File: config.mk
export PLATFORM = sky130hd
export DESIGN_NAME = rfid_tag_frame_bcd_encoder_unit
export DESIGN_NICKNAME = d
export VERILOG_FILES = /design/src/rtl/rtfbcd_pkg.sv /design/src/rtl/rfid_tag_frame_bcd_encoder_unit.sv /design/src/rtl/rtfbcd_cell.sv /design/src/rtl/rtfbcd_frame.sv
export SDC_FILE = /design/constraint.sdc
export NUM_CORES = 2
export LEC_CHECK = 0
export BUFFER_PORTS_ARGS = -buffer_cell sky130_fd_sc_hd__buf_2
export CAP_MARGIN = 10
export CORE_AREA = 2 2 441 443
export DETAILED_ROUTE_END_ITERATION = 16
export DIE_AREA = 0 0 443 445
export PLACE_DENSITY = 0.78
export RECOVER_POWER = 25
export SKIP_LAST_GASP = 1
export SLEW_MARGIN = 20
export SYNTH_ARGS = -nofsm -noshare
export SYNTH_HDL_FRONTEND = slang
export SYNTH_HIERARCHICAL = 1
export SYNTH_SLANG_ARGS = --single-unit
export TNS_END_PERCENT = 1
File: constraint.sdc
create_clock -name clk -period 1 [get_ports clk]
set_input_delay 0.1 -clock clk [delete_from_list [all_inputs] [get_ports clk]]
set_output_delay 0.1 -clock clk [all_outputs]
set_load 0.05 [all_outputs]
File: src/rtl/rtfbcd_pkg.sv
// Shared types, constants and functions of the tag frame BCD encoder.
package rtfbcd_pkg;

  localparam int unsigned CARD_W     = 32;
  localparam int unsigned YEAR_W     = 16;
  localparam int unsigned ID_DIGITS  = 7;
  localparam int unsigned ID_BCD_W   = 4 * ID_DIGITS;
  localparam int unsigned YR_BCD_W   = 8;
  localparam int unsigned NUM_CELLS  = CARD_W;
  localparam logic [31:0] HEADER_RESET = 32'hBB02_14FF;

  typedef struct packed {
    logic [CARD_W-1:0] card_number;
    logic [YEAR_W-1:0] issue_year;
  } in_item_t;

  typedef struct packed {
    logic [31:0] frame_word_first;
    logic [31:0] frame_word_middle;
    logic [31:0] frame_word_last;
  } out_item_t;

  typedef struct packed {
    logic [CARD_W-1:0]   id_bin;
    logic [CARD_W-1:0]   yr_bin;
    logic [ID_BCD_W-1:0] id_bcd;
    logic [YR_BCD_W-1:0] yr_bcd;
  } cell_data_t;

  // One double-dabble step: correct every digit of five or more by adding
  // three, then shift the next binary bit in at the bottom. Digits above the
  // seventh are dropped; lower digits never depend on higher ones.
  function automatic logic [ID_BCD_W-1:0] dd_step(input logic [ID_BCD_W-1:0] bcd,
                                                  input logic bin);
    logic [ID_BCD_W-1:0] adj;
    adj = bcd;
    for (int i = 0; i < ID_DIGITS; i++) begin
      if (bcd[4*i +: 4] >= 4'd5) begin
        adj[4*i +: 4] = bcd[4*i +: 4] + 4'd3;
      end
    end
    return {adj[ID_BCD_W-2:0], bin};
  endfunction

  // XOR of the eight nibbles of a 32-bit word.
  function automatic logic [3:0] nib_xor(input logic [31:0] w);
    logic [3:0] s;
    s = 4'h0;
    for (int i = 0; i < 8; i++) begin
      s = s ^ w[4*i +: 4];
    end
    return s;
  endfunction

endpackage

File: src/rtl/rfid_tag_frame_bcd_encoder_unit.sv
// Top level of the tag frame encoder: a chain of BCD cells and the frame stage.
//
// Usage. A request word (card number and year) is taken at every rising edge
// at which start is high and busy is low. Busy is never raised, so a new word
// may be offered in every cycle. The block converts the card number to its low
// seven decimal digits and the year to its last two, using a row of 32
// identical double-dabble cells, one per binary bit, each passing its partial
// result to the next cell on every clock. The frame stage after the last cell
// builds the three 32-bit frame words and both nibble checksums.
// The path from the accepting edge to the strobe runs through the 32 cell stages
// and one output register. Throughput is one word per cycle, set by the cell chain
// holding one word in each stage.
// Each result is shown on out_item for exactly one cycle with out_strobe high;
// the receiver cannot stall the block, so it must take the word in that cycle.
// The header register is written through the cfg channel, which is always
// ready; it should only be changed while no request is in flight.
// Reset (synchronous, active low) empties the chain, drops any words in
// flight and restores the header to its default value.
module rfid_tag_frame_bcd_encoder_unit (
  input  logic                   clk,
  input  logic                   rst_n,
  input  logic                   start,
  output logic                   busy,
  input  rtfbcd_pkg::in_item_t   in_item,
  output logic                   out_strobe,
  output rtfbcd_pkg::out_item_t  out_item,
  input  logic                   cfg_valid,
  output logic                   cfg_ready,
  input  logic [31:0]            cfg_header_word
);

  logic [31:0] header_r;
  logic [31:0] header_nxt;

  // Stage k of the chain is the input of cell k; the last entry feeds the frame stage.
  logic                   chain_valid [rtfbcd_pkg::NUM_CELLS+1];
  rtfbcd_pkg::cell_data_t chain_data  [rtfbcd_pkg::NUM_CELLS+1];

  assign busy      = 1'b0;
  assign cfg_ready = 1'b1;

  // Header register.
  always_comb begin
    header_nxt = header_r;
    if (cfg_valid && cfg_ready) begin
      header_nxt = cfg_header_word;
    end
  end

  always_ff @(posedge clk) begin
    if (!rst_n) begin
      header_r <= rtfbcd_pkg::HEADER_RESET;
    end else begin
      header_r <= header_nxt;
    end
  end

  // The year is padded with leading zeros so that every cell treats both
  // values alike; zeros shifted in first leave the BCD value at zero.
  assign chain_valid[0] = start && !busy;
  assign chain_data[0]  = '{
    id_bin: in_item.card_number,
    yr_bin: {{(rtfbcd_pkg::CARD_W - rtfbcd_pkg::YEAR_W){1'b0}}, in_item.issue_year},
    id_bcd: '0,
    yr_bcd: '0
  };

  for (genvar k = 0; k < rtfbcd_pkg::NUM_CELLS; k++) begin : g_cell
    rtfbcd_cell u_cell (
      .clk       (clk),
      .rst_n     (rst_n),
      .valid_in  (chain_valid[k]),
      .data_in   (chain_data[k]),
      .valid_out (chain_valid[k+1]),
      .data_out  (chain_data[k+1])
    );
  end

  rtfbcd_frame u_frame (
    .clk         (clk),
    .rst_n       (rst_n),
    .valid_in    (chain_valid[rtfbcd_pkg::NUM_CELLS]),
    .data_in     (chain_data[rtfbcd_pkg::NUM_CELLS]),
    .header_word (header_r),
    .out_strobe  (out_strobe),
    .out_item    (out_item)
  );

endmodule

File: src/rtl/rtfbcd_cell.sv
// One conversion cell: takes one binary bit of card number and year into BCD.
module rtfbcd_cell (
  input  logic                    clk,
  input  logic                    rst_n,
  input  logic                    valid_in,
  input  rtfbcd_pkg::cell_data_t  data_in,
  output logic                    valid_out,
  output rtfbcd_pkg::cell_data_t  data_out
);

  logic                   valid_r;
  rtfbcd_pkg::cell_data_t data_r;
  rtfbcd_pkg::cell_data_t data_nxt;
  logic [rtfbcd_pkg::ID_BCD_W-1:0] yr_wide;

  always_comb begin
    yr_wide = {{(rtfbcd_pkg::ID_BCD_W - rtfbcd_pkg::YR_BCD_W){1'b0}}, data_in.yr_bcd};
    data_nxt.id_bin = {data_in.id_bin[rtfbcd_pkg::CARD_W-2:0], 1'b0};
    data_nxt.yr_bin = {data_in.yr_bin[rtfbcd_pkg::CARD_W-2:0], 1'b0};
    data_nxt.id_bcd = rtfbcd_pkg::dd_step(data_in.id_bcd,
                                          data_in.id_bin[rtfbcd_pkg::CARD_W-1]);
    data_nxt.yr_bcd = rtfbcd_pkg::YR_BCD_W'(rtfbcd_pkg::dd_step(
                        yr_wide, data_in.yr_bin[rtfbcd_pkg::CARD_W-1]));
  end

  always_ff @(posedge clk) begin
    if (!rst_n) begin
      valid_r <= 1'b0;
    end else begin
      valid_r <= valid_in;
    end
  end

  always_ff @(posedge clk) begin
    data_r <= data_nxt;
  end

  assign valid_out = valid_r;
  assign data_out  = data_r;

endmodule

File: src/rtl/rtfbcd_frame.sv
// Output stage: places the digits, computes both checksums and registers the word.
module rtfbcd_frame (
  input  logic                    clk,
  input  logic                    rst_n,
  input  logic                    valid_in,
  input  rtfbcd_pkg::cell_data_t  data_in,
  input  logic [31:0]             header_word,
  output logic                    out_strobe,
  output rtfbcd_pkg::out_item_t   out_item
);

  logic                  strobe_r;
  rtfbcd_pkg::out_item_t item_r;
  rtfbcd_pkg::out_item_t item_nxt;
  logic [31:0] middle;
  logic [7:0]  low2;
  logic [3:0]  chk1;
  logic [3:0]  chk2;

  always_comb begin
    middle = {data_in.id_bcd[27:16], data_in.yr_bcd, 4'h0, data_in.id_bcd[15:8]};
    low2   = data_in.id_bcd[7:0];
    chk1   = rtfbcd_pkg::nib_xor(middle) ^ low2[7:4] ^ low2[3:0];
    chk2   = rtfbcd_pkg::nib_xor(header_word) ^ rtfbcd_pkg::nib_xor(middle)
           ^ low2[7:4] ^ low2[3:0] ^ chk1;
    item_nxt.frame_word_first  = header_word;
    item_nxt.frame_word_middle = middle;
    item_nxt.frame_word_last   = {low2, chk1, chk2, 16'h0000};
  end

  always_ff @(posedge clk) begin
    if (!rst_n) begin
      strobe_r <= 1'b0;
    end else begin
      strobe_r <= valid_in;
    end
  end

  always_ff @(posedge clk) begin
    item_r <= item_nxt;
  end

  assign out_strobe = strobe_r;
  assign out_item   = item_r;

endmodule
# Word level (Yosys, flattened, before mapping)
# Cells that the tools add are included.
[totals] ff_bits=1915 word_cells=850
[classes] addsub=225 magnitude_cmp=225 mux=225 bitwise=19
[op_table] operator="$ge 4x3->1 const B" count=216
[op_table] operator="$add 4x2->4 const B" count=179
[op_table] operator="$mux 4" count=179
[op_table] operator="$add 3x2->3 const B" count=37
[op_table] operator="$mux 3" count=37
[op_table] operator="$xor 4x4->4" count=19
[op_table] operator="$add 1x2->3 const AB" count=7
[op_table] operator="$ge 1x3->1 const AB" count=7
[op_table] operator="$mux 1" count=9
[op_table] operator="$add 1x2->3 const B" count=2
[op_table] operator="$ge 1x3->1 const B" count=2

# Logic depth before layout (Yosys ltp)
[depth] depth_word=11 depth_mapped=5

# Hierarchy
# The synthesis kept the hierarchy.
[modules_own_cells] mod="rtfbcd_cell" n_inst=32 cells_each=239 area_per_inst_um2=2879.0 seq_area_each_um2=1981.9
[modules_own_cells] mod="rtfbcd_frame" n_inst=1 cells_each=155 area_per_inst_um2=2277.2 seq_area_each_um2=1541.5
[modules_own_cells] mod="rfid_tag_frame_bcd_encoder_unit" n_inst=1 cells_each=107 area_per_inst_um2=1214.9 seq_area_each_um2=640.6

# Least setup slack after synthesis
# No wires, ideal clock.
[synth_timing] kind="reg-to-reg" start="register g_cell[9].u_cell.data_r (netlist bit g_cell[9].u_cell/data_out[9])" end="register g_cell[10].u_cell.data_r (netlist bit g_cell[10].u_cell/data_out[10])" setup_ps=72 arrival_time_ps=1026 path_slack_ps=-98 stages_incl_launch_ff=6 n_path_buf=0 period_less_slack_ps=1098 cell_sequence="dfxtp_1 inv_1 ha_1 nand2b_1 a21oi_2 mux2i_1"
[synth_lines] item="start, declared" line="rtfbcd_cell.sv:12" rtl="rtfbcd_pkg::cell_data_t data_r;"
[synth_lines] item="start signal, assigned" line="rtfbcd_cell.sv:35" rtl="data_r <= data_nxt;"
[synth_lines] item="end signal, assigned" line="rtfbcd_cell.sv:35"
[synth_lines] item="end, declared" line="rtfbcd_cell.sv:12"

# Final worst setup path
[layout_timing] start="register u_frame.item_r (netlist bit u_frame/out_item[46])" end="output port out_item[46] (netlist bit)"
[layout_lines] item="start, declared" line="rtfbcd_frame.sv:13" rtl="rtfbcd_pkg::out_item_t item_r;"
[layout_lines] item="start signal, assigned" line="rtfbcd_frame.sv:40" rtl="item_r <= item_nxt;"
[layout_lines] item="end, declared" line="rfid_tag_frame_bcd_encoder_unit.sv:26" rtl="output rtfbcd_pkg::out_item_t out_item,"
# No word-level cell between the ends.

==> qor.csv <==
stage,metric,value,unit
run_status,run status,finished with violations,
run_status,failing checks,negative setup slack,
clock_tree,H-tree depth,4,
detailed_routing,DRC,0,
setup_path,"delay-heaviest family, CP",flip-flops,
floorplanning,Die X,443,um
timing,Layout Skew,0.0677,ns
timing,Setup TNS,-148.40,ns
timing,period utilization,1.47,
setup_path,Worst Path Max Fanout,1,
clock_tree,clk_lat worst skew,0.86,ns
finish,antenna fix cells,0,
grt,GRT overflow,0,
placed_design,Placed Area,84700,um^2
placed_design,hpwl dp,72.7,mm
timing,final slew viol count,0,
setup_path,Critical Path RT,0.90,ns
floorplanning,I/O Pins,183,
finish,Final #Nets,8813,
finish,Final Instance Area,94500,um^2
setup_path,CP startpoint kind,flip-flop,
finish,share of layout cells above drive strength 1,0.185,
timing,Hold Fails Final Rpt,0,
floorplanning,Die Span Y,445,um
timing,Finish-stage setup viols,953,
floorplanning,FP Rows,161,
logic_synthesis,Mapped Cells,6822,
pwr,Leak Pwr,0.0441,uW
floorplanning,Die Area,197000,um^2
clock_tree,total CTS buffers,220,
floorplanning,CORE AREA,192000,um^2
timing,unrepaired setup endpoints after global routing,true,
detailed_routing,via count,45700,
detailed_routing,Detailed Routing Iterations Pass 1,5,
min_path,Min-Delay Path Class,input pin to flip-flop,
grt,vias in the first global route,47100,
grt,global-route wire length before repair,189,mm
timing,post-route setup slack,-0.466,ns
pwr,PwrDens,3470,nW/um^2
run,MaxCap Viol Count,0,
clock_tree,"Clk pin slew, worst setup/hold paths",0.07,ns
setup_path,Worst setup EP type,primary output,
logic_synthesis,"Cell Area, Synth",75200,um^2
detailed_routing,Antenna Violating Nets Remaining,0,
timing,fin crit period,1.47,ns
setup_path,CP Cell Sequence,buf_4,
placed_design,Setup WS pre-CTS,-0.329,ns
clock_tree,Root Buffer,clkbuf_16,
detailed_routing,drt wl/cell,9.94,um
setup_path,slowest cell on the critical path,dfxtp_1,
grt,largest net degree at the start of global routing,66,
detailed_routing,Via density,4.20,
placed_design,GP Congestion,0.735,
floorplanning,initial core utilization,0.392,
logic_synthesis,YS warnings,6,
setup_path,Worst R2R Setup Slack,-0.36,ns
setup_path,worst path bufs/invs,1,
clock_tree,CTS tree,yes,
logic_synthesis,Post-Syn Area per Cell,11.0,um^2
clock_tree,clock sink count,2285,
placed_design,buffers added on ports,160,
finish,Area Overhead vs Synth,25.7,%
detailed_routing,1st-iter DRT viols,1501,
setup_path,CP max stage delay,0.33,ns
setup_path,crit path DAT,1.37,ns
grt,initial antenna violation count,0,
pwr,worst vdd ir,2.27,mV
clock_tree,clock buffer depth,3,
timing,FMAX,682,MHz
timing,WHS,0.0962,ns
clock_tree,post-CTS setup buffer count,0,
grt,Total GRT Usage,0.110,
detailed_routing,total routed wirelength,108,mm
setup_path,Worst Setup Path Type,flip-flop to primary output,
[area by class of cell]
cell class	instances	area, um^2
repair buffers	987	7800
clock buffers	305	6290
well taps	2526	3160
fillers	16600	97500
inverters	576	2160
clock inverters	104	1630
flip-flops and latches	2285	45800
multi-input cells	4083	27700
[per-stage QoR]
stage	std cells	total power (uW)	utilization
after floorplan	6973	206000	-
after global placement	10300	233000	0.441
after detailed placement	10300	242000	0.441
after CTS	10900	332000	0.491
after global routing	10900	352000	0.492
final	10900	328000	0.492
[sequential cells by signal, summed over array words and instances (netlist names)]
signal,flops
g_cell.u_cell/data_out,2144
g_cell.u_cell/valid_out,32
header_r,32
u_frame/out_item,76
u_frame/out_strobe,1
[cells in the final DEF, fill, tap and decap left out, types with 19 or more instances in the layout]
cell type      instances
dfxtp_1             2260
nand2_1             1105
buf_4                716
inv_1                572
ha_1                 568
nand2b_1             508
xnor2_1              328
mux2i_1              320
nor2_1               288
a21oi_2              284
o21ai_0              224
o21ai_1              224
clkbuf_16            221
conb_1               154
dlygate4sd3_1        147
buf_2                 83
clkbuf_8              44
clkbuf_1              40
clkinv_2              37
and2_1                33
bufinv_16             27
dfxtp_2               24
buf_6                 23
clkinvlp_4            19
[path summary, 6_finish.rpt]
check,startpoint,to,cells past startpoint
worst max-delay path,u_frame/out_item[46],out_item[46],1
worst min-delay path,cfg_header_word[12],header_r[12],4
worst max register to register,g_cell[27].u_cell/data_out[9],g_cell[28].u_cell/data_out[10],5
worst min register to register,g_cell[25].u_cell/data_out[98],g_cell[26].u_cell/data_out[99],0
[per-layer routing]
| layer | wire [um] | track usage | part of all wire |
|---|---|---|---|
| met5 | 0 | 0 | 0 |
| met4 | 3720 | 0.0496 | 0.034 |
| met3 | 3420 | 0.0243 | 0.032 |
| met2 | 61000 | 0.229 | 0.56 |
| met1 | 39900 | 0.0975 | 0.37 |
[power by group]
part           total [uW]  internal, uW  switching (uW)
Combinational      107000         55900           51200
Sequential         134000        117000           17200
Clock               86500         51400           35100
[timing repair]
action | 4_1_cts | 5_1_grt
endpoints found under the hold margin | 113 | 0
gates resized for setup | 110 | 44
hold buffers | 147 | 0
pin swaps | 0 | 0
endpoints found under the setup margin | 981 | 1134
No activity file was read; power rests on OpenSTA's default activity.
